--- src/rtl/core/cmts_pkg.sv ---
// Shared types, constants and keyword tables for the C-minus token scanner.
`default_nettype none

package cmts_pkg;

  localparam int LINE_BITS = 16;
  localparam int LEN_BITS  = 8;
  localparam int KW_COUNT  = 8;

  // Token kinds
  localparam logic [4:0] K_EOF    = 5'd0;
  localparam logic [4:0] K_ERR    = 5'd1;
  localparam logic [4:0] K_KW0    = 5'd2;
  localparam logic [4:0] K_ID     = 5'd10;
  localparam logic [4:0] K_NUM    = 5'd11;
  localparam logic [4:0] K_ASSIGN = 5'd12;
  localparam logic [4:0] K_EQ     = 5'd13;
  localparam logic [4:0] K_NE     = 5'd14;
  localparam logic [4:0] K_LT     = 5'd15;
  localparam logic [4:0] K_GT     = 5'd16;
  localparam logic [4:0] K_LE     = 5'd17;
  localparam logic [4:0] K_GE     = 5'd18;
  localparam logic [4:0] K_PLUS   = 5'd19;
  localparam logic [4:0] K_MINUS  = 5'd20;
  localparam logic [4:0] K_TIMES  = 5'd21;
  localparam logic [4:0] K_DIV    = 5'd22;
  localparam logic [4:0] K_LPAREN = 5'd23;
  localparam logic [4:0] K_RPAREN = 5'd24;
  localparam logic [4:0] K_SEMI   = 5'd25;
  localparam logic [4:0] K_COLON  = 5'd26;
  localparam logic [4:0] K_COMMA  = 5'd27;
  localparam logic [4:0] K_LBRACK = 5'd28;
  localparam logic [4:0] K_RBRACK = 5'd29;
  localparam logic [4:0] K_LBRACE = 5'd30;
  localparam logic [4:0] K_RBRACE = 5'd31;

  typedef enum logic [11:0] {
    ST_START   = 12'b0000_0000_0001,
    ST_NUM     = 12'b0000_0000_0010,
    ST_FRAC    = 12'b0000_0000_0100,
    ST_ID      = 12'b0000_0000_1000,
    ST_SLASH   = 12'b0000_0001_0000,
    ST_LINECMT = 12'b0000_0010_0000,
    ST_BLOCK   = 12'b0000_0100_0000,
    ST_STAR    = 12'b0000_1000_0000,
    ST_LT      = 12'b0001_0000_0000,
    ST_EQ      = 12'b0010_0000_0000,
    ST_GT      = 12'b0100_0000_0000,
    ST_BANG    = 12'b1000_0000_0000
  } scan_state_t;

  typedef struct packed {
    scan_state_t         state;
    logic [LINE_BITS-1:0] line;
    logic [LEN_BITS-1:0]  len;
    logic [KW_COUNT-1:0]  alive;
  } scan_ctx_t;

  typedef struct packed {
    logic [4:0]           kind;
    logic [LINE_BITS-1:0] line;
    logic [LEN_BITS-1:0]  len;
    logic                 last;
  } token_t;

  typedef struct packed {
    logic                emit;
    logic                again;
    logic [4:0]          kind;
    logic [LEN_BITS-1:0] len;
  } step_res_t;

  // Reserved words in kind order: int double void if else while for return
  localparam logic [2:0] KW_LEN [KW_COUNT] = '{
    3'd3, 3'd6, 3'd4, 3'd2, 3'd4, 3'd5, 3'd3, 3'd6
  };

  localparam logic [7:0] KW_CH [KW_COUNT][8] = '{
    '{"i", "n", "t", 8'h00, 8'h00, 8'h00, 8'h00, 8'h00},
    '{"d", "o", "u", "b", "l", "e", 8'h00, 8'h00},
    '{"v", "o", "i", "d", 8'h00, 8'h00, 8'h00, 8'h00},
    '{"i", "f", 8'h00, 8'h00, 8'h00, 8'h00, 8'h00, 8'h00},
    '{"e", "l", "s", "e", 8'h00, 8'h00, 8'h00, 8'h00},
    '{"w", "h", "i", "l", "e", 8'h00, 8'h00, 8'h00},
    '{"f", "o", "r", 8'h00, 8'h00, 8'h00, 8'h00, 8'h00},
    '{"r", "e", "t", "u", "r", "n", 8'h00, 8'h00}
  };

endpackage

`default_nettype wire

--- src/rtl/core/cmts_if.sv ---
// Valid/ready channel interfaces for scanner input characters and tokens.
`default_nettype none

interface cmts_in_if;
  logic       valid;
  logic       ready;
  logic [7:0] char_code;
  logic       end_of_input;

  modport source (output valid, char_code, end_of_input, input ready);
  modport sink   (input valid, char_code, end_of_input, output ready);
endinterface

interface cmts_out_if;
  logic                           valid;
  logic                           ready;
  logic [4:0]                     token_kind;
  logic [cmts_pkg::LINE_BITS-1:0] line_number;
  logic [cmts_pkg::LEN_BITS-1:0]  lexeme_length;
  logic                           last_of_run;

  modport source (output valid, token_kind, line_number, lexeme_length, last_of_run,
                  input ready);
  modport sink   (input valid, token_kind, line_number, lexeme_length, last_of_run,
                  output ready);
endinterface

`default_nettype wire

--- src/rtl/core/c_minus_token_scanner_top.sv ---
// Top level of the C-minus token scanner: input register, two automaton passes, token queue.
// A transferred character waits in the input register until the token queue has room for
//   two tokens; its tokens are then written to the queue, whose head is offered on the output.
// Throughput: one character per cycle while each yields at most one token and the sink
//   keeps up; the four-entry token queue absorbs a character that yields two tokens.
// Reset (synchronous, rst_n low): start state, line count zero, queue empty.
`default_nettype none

module c_minus_token_scanner_top (
  input  logic       clk,
  input  logic       rst_n,
  cmts_in_if.sink    in_chan,
  cmts_out_if.source out_chan
);
  import cmts_pkg::*;

  localparam int Q_DEPTH = 4;
  localparam int Q_AW    = $clog2(Q_DEPTH);

  // Input register
  logic       item_v_r, item_v_nxt;
  logic [7:0] item_char_r;
  logic       item_eof_r;
  logic       in_xfer;
  logic       proc;

  // Scanner context
  scan_ctx_t ctx_r, ctx_nxt;
  scan_ctx_t ctx_p1, ctx_p2;
  step_res_t res_p1, res_p2;
  logic      use_p2;

  // Token queue
  token_t           queue_r [Q_DEPTH];
  logic [Q_AW-1:0]  wr_ptr_r, wr_ptr_nxt;
  logic [Q_AW-1:0]  rd_ptr_r, rd_ptr_nxt;
  logic [Q_AW:0]    cnt_r, cnt_nxt;
  logic [1:0]       n_push;
  logic             pop;
  token_t           tok_a, tok_b;

  // Take a new character whenever the held one moves on this cycle; process the held
  // character only when the queue has room for the two tokens it might produce.
  assign proc       = item_v_r && (cnt_r <= (Q_AW+1)'(Q_DEPTH - 2));
  assign in_chan.ready = !item_v_r || proc;
  assign in_xfer    = in_chan.valid && in_chan.ready;
  assign item_v_nxt = in_xfer || (item_v_r && !proc);

  // First pass from the held context
  cmts_step u_pass1 (
    .ctx_i  (ctx_r),
    .char_i (item_char_r),
    .eof_i  (item_eof_r),
    .ctx_o  (ctx_p1),
    .res_o  (res_p1)
  );

  // Second pass rescans the terminating character from the start state
  cmts_step u_pass2 (
    .ctx_i  (ctx_p1),
    .char_i (item_char_r),
    .eof_i  (item_eof_r),
    .ctx_o  (ctx_p2),
    .res_o  (res_p2)
  );

  assign use_p2  = res_p1.emit && res_p1.again;
  assign ctx_nxt = use_p2 ? ctx_p2 : ctx_p1;

  // Build the tokens for this character; tok_b is only used when both passes emit
  always_comb begin
    tok_a.kind = res_p1.emit ? res_p1.kind : res_p2.kind;
    tok_a.line = res_p1.emit ? ctx_p1.line : ctx_p2.line;
    tok_a.len  = res_p1.emit ? res_p1.len  : res_p2.len;
    tok_a.last = !(use_p2 && res_p2.emit);
    tok_b.kind = res_p2.kind;
    tok_b.line = ctx_p2.line;
    tok_b.len  = res_p2.len;
    tok_b.last = 1'b1;
    if (!proc) begin
      n_push = 2'd0;
    end else if (res_p1.emit) begin
      n_push = (use_p2 && res_p2.emit) ? 2'd2 : 2'd1;
    end else begin
      n_push = 2'd0;
    end
  end

  // Output side: head of the queue
  assign out_chan.valid         = (cnt_r != '0);
  assign out_chan.token_kind    = queue_r[rd_ptr_r].kind;
  assign out_chan.line_number   = queue_r[rd_ptr_r].line;
  assign out_chan.lexeme_length = queue_r[rd_ptr_r].len;
  assign out_chan.last_of_run   = queue_r[rd_ptr_r].last;
  assign pop = out_chan.valid && out_chan.ready;

  always_comb begin
    wr_ptr_nxt = wr_ptr_r + Q_AW'(n_push);
    rd_ptr_nxt = rd_ptr_r + Q_AW'(pop);
    cnt_nxt    = cnt_r + (Q_AW+1)'(n_push) - (Q_AW+1)'(pop);
  end

  // Control state
  always_ff @(posedge clk) begin
    if (!rst_n) begin
      item_v_r    <= 1'b0;
      ctx_r.state <= ST_START;
      ctx_r.line  <= '0;
      ctx_r.len   <= '0;
      ctx_r.alive <= '1;
      wr_ptr_r    <= '0;
      rd_ptr_r    <= '0;
      cnt_r       <= '0;
    end else begin
      item_v_r <= item_v_nxt;
      if (proc) ctx_r <= ctx_nxt;
      wr_ptr_r <= wr_ptr_nxt;
      rd_ptr_r <= rd_ptr_nxt;
      cnt_r    <= cnt_nxt;
    end
  end

  // Payload: hold the character until processed, write tokens in order
  always_ff @(posedge clk) begin
    if (in_xfer) begin
      item_char_r <= in_chan.char_code;
      item_eof_r  <= in_chan.end_of_input;
    end
    if (n_push != 2'd0) queue_r[wr_ptr_r] <= tok_a;
    if (n_push == 2'd2) queue_r[wr_ptr_r + 1'b1] <= tok_b;
  end

`ifndef SYNTHESIS
  a_cnt_bound: assert property (@(posedge clk) disable iff (!rst_n)
    cnt_r <= (Q_AW+1)'(Q_DEPTH))
    else $error("token queue over-full");

  a_eof_token: assert property (@(posedge clk) disable iff (!rst_n)
    proc && item_eof_r |-> n_push != 2'd0)
    else $error("end of input produced no token");

  a_eof_restart: assert property (@(posedge clk) disable iff (!rst_n)
    proc && item_eof_r |=> ctx_r.state == ST_START && ctx_r.len == '0)
    else $error("scanner not back at start after end of input");

  a_push_visible: assert property (@(posedge clk) disable iff (!rst_n)
    n_push != 2'd0 |=> out_chan.valid)
    else $error("queued token not offered");
`endif

endmodule

`default_nettype wire

--- src/rtl/core/cmts_step.sv ---
// One combinational pass of the lexical automaton over a single character.
`default_nettype none

module cmts_step (
  input  cmts_pkg::scan_ctx_t ctx_i,
  input  logic [7:0]          char_i,
  input  logic                eof_i,
  output cmts_pkg::scan_ctx_t ctx_o,
  output cmts_pkg::step_res_t res_o
);
  import cmts_pkg::*;

  localparam logic [7:0] CH_TAB = 8'h09;
  localparam logic [7:0] CH_NL  = 8'h0A;

  logic                 keep;
  logic                 is_digit;
  logic                 is_letter;
  logic                 found;
  logic [4:0]           kind;
  logic                 emit;
  logic                 again;
  scan_state_t          st_nxt;
  logic [LINE_BITS-1:0] line_nxt;
  logic [LEN_BITS-1:0]  len_nxt;
  logic [KW_COUNT-1:0]  alive_nxt;

  always_comb begin
    is_digit  = char_i inside {["0":"9"]};
    is_letter = (char_i inside {["a":"z"], ["A":"Z"]}) || (char_i == "_");
  end

  always_comb begin
    keep     = 1'b0;
    emit     = 1'b0;
    again    = 1'b0;
    kind     = K_ERR;
    st_nxt   = ctx_i.state;
    line_nxt = ctx_i.line;

    case (ctx_i.state)
      ST_START: begin
        if (eof_i) begin
          emit = 1'b1;
          kind = K_EOF;
        end else if (is_digit) begin
          st_nxt = ST_NUM;
          keep   = 1'b1;
        end else if (is_letter) begin
          st_nxt = ST_ID;
          keep   = 1'b1;
        end else if (char_i == "/") begin
          st_nxt = ST_SLASH;
        end else if (char_i == " " || char_i == CH_TAB) begin
          st_nxt = ST_START;
        end else if (char_i == CH_NL) begin
          if (ctx_i.line != '1) line_nxt = ctx_i.line + 1'b1;
        end else if (char_i == "<") begin
          st_nxt = ST_LT;
          keep   = 1'b1;
        end else if (char_i == "=") begin
          st_nxt = ST_EQ;
          keep   = 1'b1;
        end else if (char_i == ">") begin
          st_nxt = ST_GT;
          keep   = 1'b1;
        end else if (char_i == "!") begin
          st_nxt = ST_BANG;
          keep   = 1'b1;
        end else begin
          keep = 1'b1;
          emit = 1'b1;
          case (char_i)
            "+":     kind = K_PLUS;
            "-":     kind = K_MINUS;
            "*":     kind = K_TIMES;
            "(":     kind = K_LPAREN;
            ")":     kind = K_RPAREN;
            ";":     kind = K_SEMI;
            ":":     kind = K_COLON;
            ",":     kind = K_COMMA;
            "[":     kind = K_LBRACK;
            "]":     kind = K_RBRACK;
            "{":     kind = K_LBRACE;
            "}":     kind = K_RBRACE;
            default: kind = K_ERR;
          endcase
        end
      end
      ST_SLASH: begin
        if (!eof_i && char_i == "/") begin
          st_nxt = ST_LINECMT;
        end else if (!eof_i && char_i == "*") begin
          st_nxt = ST_BLOCK;
        end else begin
          emit  = 1'b1;
          kind  = K_DIV;
          again = 1'b1;
        end
      end
      ST_LINECMT: begin
        if (eof_i) begin
          emit = 1'b1;
          kind = K_EOF;
        end else if (char_i == CH_NL) begin
          st_nxt = ST_START;
          if (ctx_i.line != '1) line_nxt = ctx_i.line + 1'b1;
        end
      end
      ST_BLOCK: begin
        if (eof_i) begin
          emit = 1'b1;
          kind = K_EOF;
        end else if (char_i == "*") begin
          st_nxt = ST_STAR;
        end
      end
      ST_STAR: begin
        if (eof_i) begin
          emit = 1'b1;
          kind = K_EOF;
        end else if (char_i == "/") begin
          st_nxt = ST_START;
        end else if (char_i != "*") begin
          st_nxt = ST_BLOCK;
        end
      end
      ST_LT, ST_EQ, ST_GT, ST_BANG: begin
        emit = 1'b1;
        if (!eof_i && char_i == "=") begin
          keep = 1'b1;
          case (ctx_i.state)
            ST_LT:   kind = K_LE;
            ST_EQ:   kind = K_EQ;
            ST_GT:   kind = K_GE;
            default: kind = K_NE;
          endcase
        end else begin
          again = 1'b1;
          case (ctx_i.state)
            ST_LT:   kind = K_LT;
            ST_EQ:   kind = K_ASSIGN;
            ST_GT:   kind = K_GT;
            default: kind = K_NE;
          endcase
        end
      end
      ST_NUM: begin
        if (!eof_i && char_i == ".") begin
          st_nxt = ST_FRAC;
          keep   = 1'b1;
        end else if (!eof_i && is_digit) begin
          keep = 1'b1;
        end else begin
          emit  = 1'b1;
          kind  = K_NUM;
          again = 1'b1;
        end
      end
      ST_FRAC: begin
        if (!eof_i && is_digit) begin
          keep = 1'b1;
        end else begin
          emit  = 1'b1;
          kind  = K_NUM;
          again = 1'b1;
        end
      end
      ST_ID: begin
        if (!eof_i && (is_letter || is_digit)) begin
          keep = 1'b1;
        end else begin
          emit  = 1'b1;
          kind  = K_ID;
          again = 1'b1;
        end
      end
      default: begin
        emit = 1'b1;
        kind = K_ERR;
      end
    endcase
  end

  // Track kept characters and prune the reserved-word candidates
  always_comb begin
    len_nxt   = ctx_i.len;
    alive_nxt = ctx_i.alive;
    if (keep) begin
      if (ctx_i.len == '1) begin
        alive_nxt = '0;
      end else begin
        for (int k = 0; k < KW_COUNT; k++) begin
          if (ctx_i.len >= LEN_BITS'(KW_LEN[k]) ||
              KW_CH[k][ctx_i.len[2:0]] != char_i) begin
            alive_nxt[k] = 1'b0;
          end
        end
        len_nxt = ctx_i.len + 1'b1;
      end
    end
  end

  // Resolve identifiers against surviving reserved words, first match wins
  always_comb begin
    res_o.emit  = emit;
    res_o.again = again;
    res_o.kind  = kind;
    res_o.len   = len_nxt;
    found       = 1'b0;
    if (kind == K_ID) begin
      for (int k = 0; k < KW_COUNT; k++) begin
        if (!found && alive_nxt[k] && len_nxt == LEN_BITS'(KW_LEN[k])) begin
          found      = 1'b1;
          res_o.kind = K_KW0 + 5'(k);
        end
      end
    end
  end

  // A completed token restarts the lexeme from empty
  always_comb begin
    ctx_o.line = line_nxt;
    if (emit) begin
      ctx_o.state = ST_START;
      ctx_o.len   = '0;
      ctx_o.alive = '1;
    end else begin
      ctx_o.state = st_nxt;
      ctx_o.len   = len_nxt;
      ctx_o.alive = alive_nxt;
    end
  end

endmodule

`default_nettype wire

--- src/flat_wrapper.sv ---
// flat-port wrapper written by rule: the top's interface ports become plain ports
module c_minus_token_scanner_top_flat import cmts_pkg::*;
  (clk, rst_n, in_chan_valid, in_chan_char_code, in_chan_end_of_input, in_chan_ready, out_chan_valid, out_chan_token_kind, out_chan_line_number, out_chan_lexeme_length, out_chan_last_of_run, out_chan_ready);
  cmts_in_if in_chan_i ();
  cmts_out_if out_chan_i ();
  input  logic clk;
  input  logic rst_n;
  input wire logic [$bits(in_chan_i.valid)-1:0] in_chan_valid;
  input wire logic [$bits(in_chan_i.char_code)-1:0] in_chan_char_code;
  input wire logic [$bits(in_chan_i.end_of_input)-1:0] in_chan_end_of_input;
  output wire logic [$bits(in_chan_i.ready)-1:0] in_chan_ready;
  output wire logic [$bits(out_chan_i.valid)-1:0] out_chan_valid;
  output wire logic [$bits(out_chan_i.token_kind)-1:0] out_chan_token_kind;
  output wire logic [$bits(out_chan_i.line_number)-1:0] out_chan_line_number;
  output wire logic [$bits(out_chan_i.lexeme_length)-1:0] out_chan_lexeme_length;
  output wire logic [$bits(out_chan_i.last_of_run)-1:0] out_chan_last_of_run;
  input wire logic [$bits(out_chan_i.ready)-1:0] out_chan_ready;
  assign in_chan_i.valid = in_chan_valid;
  assign in_chan_i.char_code = in_chan_char_code;
  assign in_chan_i.end_of_input = in_chan_end_of_input;
  assign in_chan_ready = in_chan_i.ready;
  assign out_chan_valid = out_chan_i.valid;
  assign out_chan_token_kind = out_chan_i.token_kind;
  assign out_chan_line_number = out_chan_i.line_number;
  assign out_chan_lexeme_length = out_chan_i.lexeme_length;
  assign out_chan_last_of_run = out_chan_i.last_of_run;
  assign out_chan_i.ready = out_chan_ready;
  c_minus_token_scanner_top u_core (.clk(clk), .rst_n(rst_n), .in_chan(in_chan_i), .out_chan(out_chan_i));
endmodule
--- config.mk ---
export PLATFORM = sky130hd
export DESIGN_NAME = c_minus_token_scanner_top_flat
export DESIGN_NICKNAME = d
export VERILOG_FILES = /design/src/rtl/core/cmts_pkg.sv /design/src/rtl/core/cmts_if.sv /design/src/rtl/core/c_minus_token_scanner_top.sv /design/src/rtl/core/cmts_step.sv /design/src/flat_wrapper.sv
export SDC_FILE = /design/constraint.sdc
export NUM_CORES = 1
export LEC_CHECK = 0
export ABC_AREA = 0
export BUFFER_PORTS_ARGS = -buffer_cell sky130_fd_sc_hd__buf_2
export CAP_MARGIN = 20
export CELL_PAD_IN_SITES_DETAIL_PLACEMENT = 2
export CELL_PAD_IN_SITES_GLOBAL_PLACEMENT = 2
export CORE_AREA = 2 2 182 184
export DETAILED_ROUTE_END_ITERATION = 16
export DIE_AREA = 0 0 184 186
export PLACE_DENSITY_LB_ADDON = 0.1
export SYNTH_ARGS = -nofsm -noshare
export SYNTH_HDL_FRONTEND = slang
export SYNTH_SLANG_ARGS = --single-unit
--- constraint.sdc ---
create_clock -name clk -period 11.2 [get_ports clk]
set_input_delay 0 -clock clk [delete_from_list [all_inputs] [get_ports clk]]
set_output_delay 0 -clock clk [all_outputs]
set_load 0.005 [all_outputs]
==> reports/metrics.cfg <==
[yosys]
ys_seq_elements = 181
syn_avg_cell_area_um2 = 8.74
synth_cell_types = 108
async_flop_share_pct = 0
ys_warn_count = 0
synthFlopType = edfxtp_1
synth.cell_area_mm2 = 0.0137
ys_seq_area_share_pct = 35.5
synth_edf_count = 125
syn_nets = 1609
synth_cells = 1572

[sta]
grt_setup_unrepaired = false
slew_violations = 0
setup_viol = 0
worst_pin_slew_ps = 1110
max_freq_ghz = 0.154
period_share_pct = 58.1
finalSetupTns_ps = 0
hold_violations = 0
finalCriticalPeriod_ps = 6510
clock_skew_ps = 13.5
slew_headroom_pct = 26.0

[route]
viasPerCell = 6.92
drc = 0
drtIter0Drc = 1315
vias = 13600
drtPass1Iterations = 5
ant_nets = 0
wl_um = 58400
wl_per_cell_um = 29.6

[worst_setup_path]
crit_fanout = 23
cp-end-kind = register
crit_chain = clkinv_1, a2111oi_1, o21ai_1, a221oi_4, a21oi_2, mux2i_1, buf_4, nor2_1, inv_1, or4b_1, nor4_1, mux2_2, nor2_1
r2r_cells = 13
r2r_slack_ps = 4690
critPathSlowestCell = edfxtp_1
max_stage_delay_ps = 960
startpoint_type = register
arrival_ps = 6820
critPathKind = register to register
r2r_end = u_core.queue_r[1][8]
crit_required_ps = 11510
r2r-start = u_core.item_char_r[4]
crit_top_cell = nor2_1

[global_routing]
grt_max_degree = 54
track_usage_pct = 34.4
grt_pass1_wl_um = 89200
antenna_found_initial = 0
grt_pass1_vias = 14200
grt_overflow_total = 0

[die]
die_h_um = 186
start_util_pct = 42.7
core-area_mm2 = 0.0322
die_w_um = 184
ioPinCount = 45
die_area_mm2 = 0.0342
rows = 66

[clock_tree]
tritoncts = done
htreeDepth = 4
clkSlewWorstSetupHoldPaths_ps = 80
clk_latency_ps = 470
cts_buffers = 17
cts_resized = 0
root_buffer = clkbuf_16
clock-sinks = 181
cts_buffer_depth = 2

[pwr]
pwr_density_cell_mw_per_mm2 = 160
fin_total_pwr_uw = 2390
vdd_ir_drop_max_mv = 0.109
leakagePower_uw = 0.00488

[min_path]
min_path_cells = 4
hp-class = input pin to register
hp-start = out_chan_ready
whs_endpoint = u_core.rd_ptr_r[0]

[cells_and_area]
n_antenna_cell = 0
layout.filler_cells = 3490
finalNetCount = 1588
drive_above_1_share_pct = 12.4
area_growth_syn_to_layout_pct = 8.85

[status]
outcome = completed

[run]
max_cap_viol_count = 0

[placed_design]
hpwlAfterDp_um = 41400
gp_congestion = 0.923
io_buffers = 44

worst max-delay path by stage:
| stage | slack (ps) | start | depth (start not counted) | to |
|---|---|---|---|---|
| after global placement | 4840 | u_core.item_char_r[4] | 9 | u_core.queue_r[0][17] |
| after CTS | 4810 | u_core.item_char_r[4] | 13 | u_core.queue_r[1][8] |
| after global routing | 4230 | u_core.item_char_r[4] | 13 | u_core.queue_r[1][8] |
| final | 4690 | u_core.item_char_r[4] | 13 | u_core.queue_r[1][8] |
| after detailed placement | 4920 | u_core.item_char_r[4] | 13 | u_core.queue_r[1][8] |
| after floorplan | 6620 | u_core.item_char_r[6] | 15 | u_core.ctx_r[1] |
cell families (layout without fill, tap and decap cells):
group / after synthesis / count (layout) / share of synthesized area (%)
xor gates and xnor gates: 58 / 58 / 3.75
buffers and inverters: 165 / 157 / 4.73
AOI/OAI and AO/OA: 501 / 501 / 24.3
muxes: 55 / 55 / 6.87
and+or+nand+nor: 588 / 588 / 22.6
adders and majority gates: 24 / 24 / 2.24
DFF: 181 / 181 / 35.5
where the power goes:
part           internal [µW]  switching, µW
Combinational            337            615
Clock                    305            308
Sequential               767           59.9
what timing repair did:
action / in CTS / in global routing
hold buffers: 10 / 0
hold endpoints to repair: 10 / 0
setup endpoints to repair: 0 / 0
setup buffers: 0 / 0
routing by layer:
layer  up-vias  GRT usage [%]  routed length [µm]  part of all wire (%)
li1       5999              -                   -                     -
met1      7012           45.6               25300                    43
met2       531           58.6               28200                    48
met3       102           4.60                3440                   5.9
met4         0           10.7                1450                   2.5
met5         -              0                   0                     0
cell usage in the layout, fill, tap and decap left out, types with 22 or more instances in the layout:
cell type / Yosys / routed
a21oi_1: 102 / 102
a31oi_1: 26 / 26
and2_1: 26 / 26
buf_2: 14 / 45
buf_4: 1 / 33
dfxtp_1: 56 / 55
edfxtp_1: 125 / 125
ha_1: 23 / 23
inv_1: 28 / 28
mux4_2: 30 / 30
nand2_1: 133 / 132
nand3_1: 61 / 61
nand4_1: 30 / 30
nor2_1: 115 / 115
nor3_1: 55 / 55
nor4_1: 23 / 22
o21ai_0: 110 / 110
o22ai_1: 72 / 72
xnor2_1: 32 / 32
xor2_1: 25 / 25
flip-flops by register name, indices dropped and copies added (netlist names):
register,flops
u_core.cnt_r,3
u_core.item_v_r,1
u_core.item_eof_r,1
u_core.rd_ptr_r,2
u_core.queue_r,120
u_core.item_char_r,8
u_core.wr_ptr_r,2
u_core.ctx_r,44
synth_stat cells, types with 25 or more instances:
cell | count | area share [%]
mux4_2 | 30 | 4.9
nand3_1 | 61 | 2.2
xnor2_1 | 32 | 2.0
clkbuf_1 | 100 | 2.7
o22ai_1 | 72 | 3.3
o21ai_0 | 110 | 4.0
and2_1 | 26 | 1.2
nand4_1 | 30 | 1.4
inv_1 | 28 | 0.76
a21oi_1 | 102 | 3.7
nor3_1 | 55 | 2.0
a31oi_1 | 26 | 1.2
nor2_1 | 115 | 3.1
nand2_1 | 133 | 3.6
edfxtp_1 | 125 | 27
xor2_1 | 25 | 1.6
dfxtp_1 | 56 | 8.2
stage by stage:
step                      utilization [%]  setup slack [ps]  std cells  area [µm²]  hold slack [ps]
after floorplan                         -              6620       1572       13700             98.9
after global routing                 46.4              4230       1972       15000             58.7
after detailed placement             44.3              4920       1928       14300              179
final                                46.4              4690       1972       15000             49.3
after global placement               44.1              4840       1925       14200              176
after CTS                            46.4              4810       1970       14900             46.7
worst max-delay path: cells and delay by family (launching register included):
kind / cells / cell delay [ps]
flops: 1 / 960
buf+inv: 3 / 1060
simple gates: 4 / 1750
mux: 2 / 610
compound gates: 4 / 1960
cell type report:
cell class | instances | area (µm²) | share of cell area (%)
clock buffers | 20 | 457 | 3.05
clock inverters | 12 | 108 | 0.719
inverters | 34 | 128 | 0.853
multi-input cells | 1226 | 8230 | 55.0
flip-flops and latches | 181 | 4880 | 32.6
well taps | 408 | 510 | 3.41
repair buffers | 91 | 648 | 4.33
Power figures use the tool's default switching activity.
